## src/rtl/utt_pkg.sv

```systemverilog
package utt_pkg;

   // output queue depth; at least two so the mark and a character fit together
   localparam int unsigned DEFAULT_QUEUE_DEPTH = 4;

   localparam logic [15:0] BOM_UNIT       = 16'hFEFF;
   localparam logic        ORDER_LITTLE   = 1'b0;
   localparam logic        ORDER_BIG      = 1'b1;

   localparam logic [1:0]  PEND_NONE      = 2'd0;
   localparam logic [1:0]  PEND_ONE       = 2'd1;
   localparam logic [1:0]  PEND_TWO       = 2'd2;

   localparam logic [1:0]  PUSH_NONE      = 2'd0;
   localparam logic [1:0]  PUSH_ONE       = 2'd1;
   localparam logic [1:0]  PUSH_TWO       = 2'd2;

   typedef struct packed {
      logic [1:0]  pending_count;
      logic [15:0] partial_value;
      logic        mark_sent;
   } dec_state_type;

   typedef struct packed {
      logic [7:0] first_byte;
      logic [7:0] second_byte;
      logic       is_bom;
      logic       last;
   } result_type;

   typedef struct packed {
      logic [1:0] count;
      result_type entry0;
      result_type entry1;
   } push_type;

endpackage

```

## src/rtl/utf8_to_utf16_transcoder_unit.sv

```systemverilog
// utf-8 to utf-16 transcoder, one byte per request
//
// request channel: req_valid / req_ready carry one raw utf-8 byte (req_in_byte).
// response channel: rsp_valid / rsp_ready carry one 16-bit unit as two bytes in
// file order, plus rsp_is_bom for the byte order mark and rsp_last on the final
// unit caused by a request. config: csr_wr_en / csr_wr_data set the byte order
// (0 little-endian, 1 big-endian); write it only while the block is idle.
//
// a unit is registered in the response queue when its request is taken.
// throughput: one request per cycle while req_ready is high. decode is a single pass
// of short logic from the decoder state into a response queue, 4 entries by default.
// the very first request after reset produces the mark and possibly a character, so
// the queue may drain two units for it; req_ready is high while two more fit.
//
// reset: clears the sequence state, the mark-sent flag and the byte order, and
// empties the response queue. when the receiver stalls, units wait in the queue
// and requests keep being taken until it is nearly full.
module utf8_to_utf16_transcoder_unit #(
   parameter int unsigned QUEUE_DEPTH = utt_pkg::DEFAULT_QUEUE_DEPTH
) (
   input  logic       clock,
   input  logic       reset,
   input  logic       req_valid,
   output logic       req_ready,
   input  logic [7:0] req_in_byte,
   output logic       rsp_valid,
   input  logic       rsp_ready,
   output logic [7:0] rsp_first_byte,
   output logic [7:0] rsp_second_byte,
   output logic       rsp_is_bom,
   output logic       rsp_last,
   input  logic       csr_wr_en,
   input  logic       csr_wr_data
);
   import utt_pkg::*;

   dec_state_type state_cur;
   dec_state_type state_nxt;
   push_type      push;
   result_type    head;
   logic          byte_order;
   logic          room_two;
   logic          req_fire;

   // a request is taken only when both of its possible units fit
   assign req_ready = room_two;
   assign req_fire  = req_valid && req_ready;

   // sequence state and byte order register
   utt_state_reg u_state (
      .clock       (clock),
      .reset       (reset),
      .req_fire    (req_fire),
      .csr_wr_en   (csr_wr_en),
      .csr_wr_data (csr_wr_data),
      .state_nxt   (state_nxt),
      .state_cur   (state_cur),
      .byte_order  (byte_order)
   );

   // single-pass decode of the incoming byte
   utt_decode u_decode (
      .req_fire   (req_fire),
      .in_byte    (req_in_byte),
      .byte_order (byte_order),
      .state_cur  (state_cur),
      .state_nxt  (state_nxt),
      .push       (push)
   );

   // response queue decouples the decoder from receiver stalls
   utt_rsp_queue #(
      .DEPTH (QUEUE_DEPTH)
   ) u_queue (
      .clock      (clock),
      .reset      (reset),
      .push       (push),
      .room_two   (room_two),
      .head_valid (rsp_valid),
      .head_pop   (rsp_ready),
      .head       (head)
   );

   assign rsp_first_byte  = head.first_byte;
   assign rsp_second_byte = head.second_byte;
   assign rsp_is_bom      = head.is_bom;
   assign rsp_last        = head.last;

endmodule

```

## src/rtl/utt_decode.sv

```systemverilog
module utt_decode (
   input  logic                  req_fire,
   input  logic [7:0]            in_byte,
   input  logic                  byte_order,
   input  utt_pkg::dec_state_type state_cur,
   output utt_pkg::dec_state_type state_nxt,
   output utt_pkg::push_type      push
);
   import utt_pkg::*;

   logic        char_valid;
   logic [15:0] char_unit;
   logic [15:0] cont_sum;
   logic        bom_due;

   function automatic result_type make_result(input logic [15:0] unit, input logic bom,
                                              input logic is_last, input logic order);
      result_type r;
      if (order == ORDER_BIG) begin
         r.first_byte  = unit[15:8];
         r.second_byte = unit[7:0];
      end else begin
         r.first_byte  = unit[7:0];
         r.second_byte = unit[15:8];
      end
      r.is_bom = bom;
      r.last   = is_last;
      return r;
   endfunction

   assign cont_sum = state_cur.partial_value + {10'b0, in_byte[5:0]};
   assign bom_due  = !state_cur.mark_sent;

   always_comb begin
      state_nxt           = state_cur;
      state_nxt.mark_sent = 1'b1;
      char_valid          = 1'b0;
      char_unit           = {8'b0, in_byte};
      if (state_cur.pending_count == PEND_NONE) begin
         case (in_byte) inside
            8'b0???????: begin
               char_valid = 1'b1;
            end
            8'b110?????: begin
               state_nxt.partial_value = {5'b0, in_byte[4:0], 6'b0};
               state_nxt.pending_count = PEND_ONE;
            end
            8'b111?????: begin
               state_nxt.partial_value = {6'b0, in_byte[3:0], 6'b0};
               state_nxt.pending_count = PEND_TWO;
            end
            default: begin
               // stray continuation byte, dropped
            end
         endcase
      end else if (in_byte[7:6] == 2'b10) begin
         if (state_cur.pending_count == PEND_TWO) begin
            state_nxt.pending_count = PEND_ONE;
            state_nxt.partial_value = {cont_sum[9:0], 6'b0};
         end else begin
            char_valid              = 1'b1;
            char_unit               = cont_sum;
            state_nxt.pending_count = PEND_NONE;
            state_nxt.partial_value = 16'b0;
         end
      end else begin
         // bad continuation: sequence dropped, byte consumed
         state_nxt.pending_count = PEND_NONE;
         state_nxt.partial_value = 16'b0;
      end
   end

   always_comb begin
      push.count  = PUSH_NONE;
      push.entry0 = make_result(BOM_UNIT, 1'b1, !char_valid, byte_order);
      push.entry1 = make_result(char_unit, 1'b0, 1'b1, byte_order);
      if (!bom_due) begin
         push.entry0 = make_result(char_unit, 1'b0, 1'b1, byte_order);
      end
      if (req_fire) begin
         if (bom_due && char_valid) begin
            push.count = PUSH_TWO;
         end else if (bom_due || char_valid) begin
            push.count = PUSH_ONE;
         end
      end
   end

endmodule

```

## src/rtl/utt_rsp_queue.sv

```systemverilog
module utt_rsp_queue #(
   parameter int unsigned DEPTH = utt_pkg::DEFAULT_QUEUE_DEPTH
) (
   input  logic               clock,
   input  logic               reset,
   input  utt_pkg::push_type  push,
   output logic               room_two,
   output logic               head_valid,
   input  logic               head_pop,
   output utt_pkg::result_type head
);
   import utt_pkg::*;

   localparam int unsigned PTR_W = (DEPTH > 1) ? $clog2(DEPTH) : 1;
   localparam int unsigned CNT_W = $clog2(DEPTH + 1);

   result_type           entry_ff [DEPTH];
   logic [PTR_W-1:0]     wr_ptr_ff, wr_ptr_in;
   logic [PTR_W-1:0]     rd_ptr_ff, rd_ptr_in;
   logic [CNT_W-1:0]     count_ff, count_in;
   logic [PTR_W-1:0]     wr_ptr_p1, wr_ptr_p2;
   logic                 pop;

   function automatic logic [PTR_W-1:0] ptr_inc(input logic [PTR_W-1:0] p);
      return (p == PTR_W'(DEPTH - 1)) ? '0 : p + 1'b1;
   endfunction

   assign wr_ptr_p1  = ptr_inc(wr_ptr_ff);
   assign wr_ptr_p2  = ptr_inc(wr_ptr_p1);
   assign head_valid = (count_ff != '0);
   assign pop        = head_valid && head_pop;
   assign head       = entry_ff[rd_ptr_ff];
   assign room_two   = (count_ff <= CNT_W'(DEPTH - 2));

   always_comb begin
      wr_ptr_in = wr_ptr_ff;
      if (push.count == PUSH_ONE) begin
         wr_ptr_in = wr_ptr_p1;
      end else if (push.count == PUSH_TWO) begin
         wr_ptr_in = wr_ptr_p2;
      end
      rd_ptr_in = pop ? ptr_inc(rd_ptr_ff) : rd_ptr_ff;
      count_in  = count_ff + CNT_W'(push.count) - CNT_W'(pop);
   end

   always_ff @(posedge clock) begin
      if (reset) begin
         wr_ptr_ff <= '0;
         rd_ptr_ff <= '0;
         count_ff  <= '0;
      end else begin
         wr_ptr_ff <= wr_ptr_in;
         rd_ptr_ff <= rd_ptr_in;
         count_ff  <= count_in;
      end
   end

   always_ff @(posedge clock) begin
      if (push.count != PUSH_NONE) begin
         entry_ff[wr_ptr_ff] <= push.entry0;
      end
      if (push.count == PUSH_TWO) begin
         entry_ff[wr_ptr_p1] <= push.entry1;
      end
   end

endmodule

```

## src/rtl/utt_to_utf16_top_placeholder.sv

```systemverilog
module utt_state_reg (
   input  logic                   clock,
   input  logic                   reset,
   input  logic                   req_fire,
   input  logic                   csr_wr_en,
   input  logic                   csr_wr_data,
   input  utt_pkg::dec_state_type state_nxt,
   output utt_pkg::dec_state_type state_cur,
   output logic                   byte_order
);
   import utt_pkg::*;

   dec_state_type state_ff;
   logic          order_ff;

   assign state_cur  = state_ff;
   assign byte_order = order_ff;

   always_ff @(posedge clock) begin
      if (reset) begin
         state_ff <= '0;
         order_ff <= ORDER_LITTLE;
      end else begin
         if (req_fire) begin
            state_ff <= state_nxt;
         end
         if (csr_wr_en) begin
            order_ff <= csr_wr_data;
         end
      end
   end

endmodule

```

## config.mk

```make
export PLATFORM = sky130hd
export DESIGN_NAME = utf8_to_utf16_transcoder_unit
export DESIGN_NICKNAME = d
export VERILOG_FILES = /design/src/rtl/utt_pkg.sv /design/src/rtl/utf8_to_utf16_transcoder_unit.sv /design/src/rtl/utt_decode.sv /design/src/rtl/utt_rsp_queue.sv /design/src/rtl/utt_to_utf16_top_placeholder.sv
export SDC_FILE = /design/constraint.sdc
export NUM_CORES = 1
export LEC_CHECK = 0
export BUFFER_PORTS_ARGS = -buffer_cell sky130_fd_sc_hd__buf_2
export CAP_MARGIN = 20
export CORE_MARGIN = 2
export CORE_UTILIZATION = 60
export CTS_CLUSTER_SIZE = 24
export DETAILED_ROUTE_END_ITERATION = 8
export PLACE_DENSITY = 0.85
export SLEW_MARGIN = 0
export SYNTH_ARGS = -nofsm -noshare
export SYNTH_HDL_FRONTEND = slang
export SYNTH_SLANG_ARGS = --single-unit
export TNS_END_PERCENT = 20
```

## constraint.sdc

```tcl
create_clock -name clock -period 4.9 [get_ports clock]
set_input_delay 1.225 -clock clock [delete_from_list [all_inputs] [get_ports clock]]
set_output_delay 1.225 -clock clock [all_outputs]
set_load 0.005 [all_outputs]
```

==> impl_metrics.toml, run 1 <==
[outcome]
outcome = "completed"

[run]
cap_viol_max_count = 0

[synth]
synth_edf_count = 64
synth_seq_area_share_pct = 54.3
syn_avg_cell_area_sq_um = 11.5
synth_nets = 439
synth.cell_area_sq_mm = 0.00468
yosysWarnings = 0
yosys.area.top_type = "edfxtp_1"
synthArstFlopShare_pct = 0
synth_top_flop_cell = "edfxtp_1"
yosysUniqueCellTypes = 46
yosysTopAreaCellShare_pct = 41.0
synthCells = 408
yosys-top-cells-area = "edfxtp_1, dfxtp_1, a21oi_1"
ys_ff_latch = 95

[sta]
finalCritPeriodShare_pct = 79.7
worstMarginPinSlew_ns = 0.938
slew-limit-headroom_pct = 37.4
rsz0062_at_grt = "false"
clock_skew_ns = 0.0107
min_period_ns = 3.90
hold_viol_final = 0
fmax_mhz = 256
finalSetupTns_ns = 0
setup_viol = 0
final-max-slew-violation-count = 0

[route]
drc_errors = 0
drt_wl_total_mm = 9.91
drt_pass1_iterations = 5
antenna_left = 0
viasPerCell = 6.20
wl_per_cell_um = 18.4
drt_first_iter_violations = 299
vias = 3338

[floorplan]
die_x_um = 92.4
rows = 32
core_sq_mm = 0.00765
die_y_um = 92.4
initial_utilization_pct = 61.3
io_pins = 34
die-area_sq_mm = 0.00853

[pwr]
power.total_mw = 2.34
worst_ir_drop_vdd_mv = 0.276
combPwrFrac_pct = 31.3
internal_power_mw = 1.56
power.density_mw_per_mm2 = 463
p_leak_nw = 1.84
power_frac_clock_pct = 21.0
sw_frac_of_total_pct = 33.4
switchingPower_mw = 0.782
pwr-share-seq_pct = 47.8

[cells_and_area]
antenna_cells = 0
n_fill_cell = 605
final_area_sq_mm = 0.00506
instances_no_fill = 538
final_nets = 462
layout-drive-gt1-share_pct = 20.6
area_growth_pct = 7.99

[grt]
overflow = 0
globalRouteTotalUtil_pct = 24.7
grt_pass1_wl_mm = 16.1
antenna_found_initial = 0
grt_max_degree = 26
grt_pass1_vias = 3175

[cts]
clock_latency_ns = 0.37
clockBufferDepth = 2
path_clk_slew_ns = 0.09
post-cts-setup-buffer-count = 0
cts_made_buffers = 9
h-tree-depth = 3
root_buffer = "clkbuf_8"
tritoncts = "done"
clock_sinks = 95
postCtsHoldBufs = 0
post_cts_resized = 0

[critical_path]
critical_path_required_ns = 4.90
worstReg2RegStart = "u_state.state_cur[17]"
path_cells = "buf_2 -> and3b_1 -> or2_2 -> ha_1 -> nand2_1 -> ha_1 -> nand2_1 -> and2_1 -> inv_1"
crit_arrival_ns = 3.91
cp_max_fo = 16
critical-path-top-delay-family = "simple AND/OR/NAND/NOR gates"
crit_slowest_cell = "ha_1"
start_kind = "input port"
cpPeakStageDelay_ns = 0.51
critPathLaunch = "req_in_byte[6]"
critPathKind = "input port to flop"
path_buf_inv = 2
endpoint_kind = "flop"

[placement]
place_congestion = 0.879
dp_hpwl_mm = 6.84
placed_cells = 522
place_area_sq_mm = 0.00487
io_buffers = 33

[worst_hold_path]
holdCritPathClass = "flop to flop"
worstHoldStart = "u_state.state_cur[16]"
metal layers:
layer | wire length, um | track usage, % | vias up
met3 | 603 | 3.42 | 24
met5 | 0 | 0 | -
met4 | 210 | 10.7 | 0
met2 | 4970 | 40.1 | 157
met1 | 4130 | 33.7 | 1607
li1 | - | - | 1550
worst paths after layout:
check                                end  cells past startpoint  slack, ns
setup reg to reg  u_queue.entry_ff[0][9]                      8       1.64
hold reg to reg    u_state.state_cur[16]                      2       0.47
setup / recovery  u_queue.entry_ff[0][9]                      9        1.0
hold / removal     u_state.state_cur[16]                      2       0.47
power by group through the flow:
stage                     Clock [mW]  Sequential (mW)  Combinational (mW)
after floorplan                    0             1.09               0.539
after CTS                      0.491             1.12               0.733
after detailed placement           0             1.14               0.728
after global routing           0.520             1.14               0.808
after global placement             0             1.13               0.697
final                          0.490             1.12               0.732
state kept, by name, summed over array words and instances (netlist names), named ones only:
| register | cells |
|---|---|
| u_queue.entry_ff | 72 |
| u_state.state_cur | 13 |
| u_queue.count_ff | 3 |
| u_queue.rd_ptr_ff | 2 |
| u_queue.wr_ptr_ff | 2 |
| u_state.byte_order | 1 |
area by class of cell:
class | instances | area [sq um] | share of cell area (%)
Clock buffer | 9 | 124 | 2.45
Clock inverter | 7 | 62.6 | 1.24
Inverter | 18 | 67.6 | 1.34
Multi-Input combinational cell | 269 | 1930 | 38.2
Sequential cell | 95 | 2540 | 50.3
Tap cell | 102 | 128 | 2.52
Timing Repair Buffer | 38 | 203 | 4.01
placed cells by master (no fill, tap or decap), types with 9 or more instances in the layout:
cell type,n
nand3_1,17
nor2_1,15
nand2_1,35
inv_1,17
a21oi_1,89
o21ai_0,11
clkbuf_8,9
buf_2,33
mux4_2,18
dfxtp_1,31
ha_1,16
edfxtp_1,64
synthesized netlist by cell type, drive strengths merged, types with 2 or more instances:
cell and count:
o21ai 11, inv 18, buf 22, nor2 15, nor3 2, nand2b 5
nand3b 2, clkbuf 4, ha 16, edfxtp 64, a21boi 5, and3 6
nor2b 6, xnor2 2, dfxtp 31, a221oi 3, or3 2, mux4 18
nand3 17, a21oi 96, and2 5, nor3b 4, mux2i 3, nor4 2
nand2 35
through the flow:
step / setup WS [ns] / hold slack, ns / util, %
finish: 0.996 / 0.465 / 66.1
global route: 0.780 / 0.513 / 66.1
CTS: 1.06 / 0.473 / 66.1
detailed placement: 0.685 / 0.462 / 63.7
global placement: 0.787 / 0.444 / 63.7
floorplan: 1.15 / 0.432 / -
kinds of logic after synthesis:
logic type | after synthesis | synth area share, %
compound gates | 122 | 14.9
simple gates | 105 | 11.5
flops | 95 | 54.3
buf+inv | 44 | 4.49
mux | 22 | 9.54
fa+ha+maj | 17 | 4.70
xor+xnor | 3 | 0.561
tightest hold or removal path: stages (launching register included):
cell and delay (ns):
dfxtp_1 0.32, nand2_1 0.05, a21oi_1 0.05
Note: power is estimated with default switching activity, not from simulation.
==> run 2: changes to the inputs <==
Settings changed: ABC_AREA from default to 1, CORE_UTILIZATION 60 to 54, PLACE_DENSITY 0.85 to 0.81.
Clock period 4.9 ns to 3.35 ns, I/O delays scaled along.
==> run 2 against run 1 <==
Non-clock buffer count increased by 6. Final cell count increased by 28%. Critical path depth decreased by 5. Utilization decreased by 5.5 points. Critical path type is now flop to output pin. Largest cell class unchanged.
==> impl_metrics.toml, run 2 <==
[outcome]
outcome = "completed"

[critical_path]
path_cells = "clkinv_1 -> o21ai_0 -> o22ai_1 -> buf_2"
critical_path_required_ns = 2.51
cpPeakStageDelay_ns = 0.72
path_buf_inv = 2
reg2reg_to = "u_queue.entry_ff[1][16]"
r2r_slack_ns = 0.73
crit_slowest_cell = "clkinv_1"
critical-path-top-delay-family = "buffers and inverters"
endpoint_kind = "output pin"
worstReg2RegStart = "u_state.state_cur[17]"
cp_max_fo = 36
crit_arrival_ns = 2.25
critPathKind = "flop to output pin"
start_kind = "flop"
ff2ff_path_depth = 11

[cts]
tritoncts = "done"
clockBufferDepth = 2
postCtsHoldBufs = 0
clock_latency_ns = 0.38
root_buffer = "clkbuf_8"
post_cts_resized = 0
clock_sinks = 95
path_clk_slew_ns = 0.10
post-cts-setup-buffer-count = 0
h-tree-depth = 3
cts_made_buffers = 9

[cells_and_area]
layout-drive-gt1-share_pct = 14.8
final_nets = 608
n_fill_cell = 731
antenna_cells = 0
final_cell_mix = "nand2_1, a21oi_1, edfxtp_1, nor2_1, inv_1"
area_growth_pct = 9.63
instances_no_fill = 690
largest-register = "u_queue.entry_ff"
final_common_cell = "nand2_1"
largest_reg_flops = 72

[route]
vias = 3925
wl_per_cell_um = 15.9
viasPerCell = 5.69
drt_wl_total_mm = 10.9
drc_errors = 0
drt_pass1_iterations = 6
antenna_left = 0
drt_first_iter_violations = 329

[synth]
yosysTopAreaCellShare_pct = 40.2
synth_common_cells = "nand2_1, a21oi_1, edfxtp_1"
synth_edf_count = 64
ys_ff_latch = 95
synth_top_flop_cell = "edfxtp_1"
synth_seq_area_share_pct = 53.2
yosys-top-cells-area = "edfxtp_1, dfxtp_1, a21oi_1"
syn_avg_cell_area_sq_um = 8.76
synth_nets = 577
yosysUniqueCellTypes = 29
synth.cell_area_sq_mm = 0.00478
yosys.area.top_type = "edfxtp_1"
yosysMostFrequentCell = "nand2_1"
yosysWarnings = 0
synthArstFlopShare_pct = 0
synthCells = 546

[run]
cap_viol_max_count = 0

[sta]
rsz0062_at_grt = "false"
finalSetupTns_ns = 0
min_period_ns = 3.09
clock_skew_ns = 0.0140
final-max-slew-violation-count = 0
worstMarginPinSlew_ns = 0.935
setup_viol = 0
finalCritPeriodShare_pct = 92.1
fmax_mhz = 324
hold_viol_final = 0
slew-limit-headroom_pct = 37.3

[worst_hold_path]
worstHoldEndpoint = "u_state.state_cur[13]"
holdCritPathClass = "flop to flop"
worstHoldStart = "u_state.state_cur[13]"
hold_depth = 2

[floorplan]
io_pins = 34
rows = 34
die_y_um = 98.1
die_x_um = 98.1
die-area_sq_mm = 0.00962
core_sq_mm = 0.00864
initial_utilization_pct = 55.4

[placement]
dp_hpwl_mm = 7.62
place_congestion = 0.907
io_buffers = 33
placed_cells = 674

[grt]
grt_pass1_wl_mm = 18.2
overflow = 0
grt_max_degree = 37
globalRouteTotalUtil_pct = 23.9
antenna_found_initial = 0
grt_pass1_vias = 3796

[pwr]
power.density_mw_per_mm2 = 714
worst_ir_drop_vdd_mv = 0.361
p_leak_nw = 2.32
## run 2: where the power goes
part | total [mW] | internal, mW | leakage (nW) | switching [mW]
Clock | 0.828 | 0.369 | 0.111 | 0.460
Sequential | 1.62 | 1.53 | 0.868 | 0.0941
Combinational | 1.29 | 0.452 | 1.34 | 0.840
## run 2: tightest hold or removal path: stages, from the launching register on
cell     delay, ns
dfxtp_1       0.32
nand2_1       0.06
a21oi_1       0.05
## run 2: worst max-delay path by stage
| stage | to | depth (start not counted) |
|---|---|---|
| global placement | u_queue.entry_ff[0][11] | 13 |
| detailed placement | u_queue.entry_ff[0][12] | 13 |
| floorplan | u_queue.entry_ff[0][11] | 14 |
| finish | rsp_is_bom | 4 |
| global route | rsp_first_byte[6] | 4 |
| CTS | rsp_first_byte[6] | 4 |
## run 2: kinds of logic (layout without fill, tap and decap cells)
logic type / Yosys count / after routing / share of synthesized area (%)
AND/OR/NAND/NOR: 213 / 213 / 19.3
XOR/XNOR: 2 / 2 / 0.366
buffers and inverters: 78 / 114 / 7.20
AO/OA/AOI/OAI: 141 / 141 / 15.4
adder cells (fa/ha/maj): 17 / 17 / 4.61
flip-flops: 95 / 95 / 53.2
## run 2: layout make-up
| type | count | area, sq um | share of cell area [%] |
|---|---|---|---|
| inverters | 54 | 203 | 3.87 |
| repair buffers | 44 | 248 | 4.73 |
| clock inverters | 7 | 95.1 | 1.81 |
| well taps | 108 | 135 | 2.58 |
| flip-flops and latches | 95 | 2540 | 48.5 |
| clock buffers | 9 | 124 | 2.36 |
| multi-input cells | 373 | 1890 | 36.1 |
## run 2: per-stage QoR
step	hold WS, ns	util (%)	power (mW)	cell area (sq um)	setup slack (ns)
floorplan	0.444	-	2.49	4780	0.307
global placement	0.456	58.2	2.88	5020	0.413
detailed placement	0.457	58.2	2.93	5020	0.272
CTS	0.472	60.7	3.74	5240	0.215
global route	0.490	60.7	3.97	5240	0.0293
finish	0.473	60.7	3.74	5240	0.264
## run 2: layer usage
metal  vias to the layer above  share of wire [%]  track usage, %
li1                       1906                  -               -
met1                      1828                 44            31.1
met2                       173                 48            39.0
met3                        18                6.3            3.87
met4                         0                2.1            12.0
met5                         -                  0               0
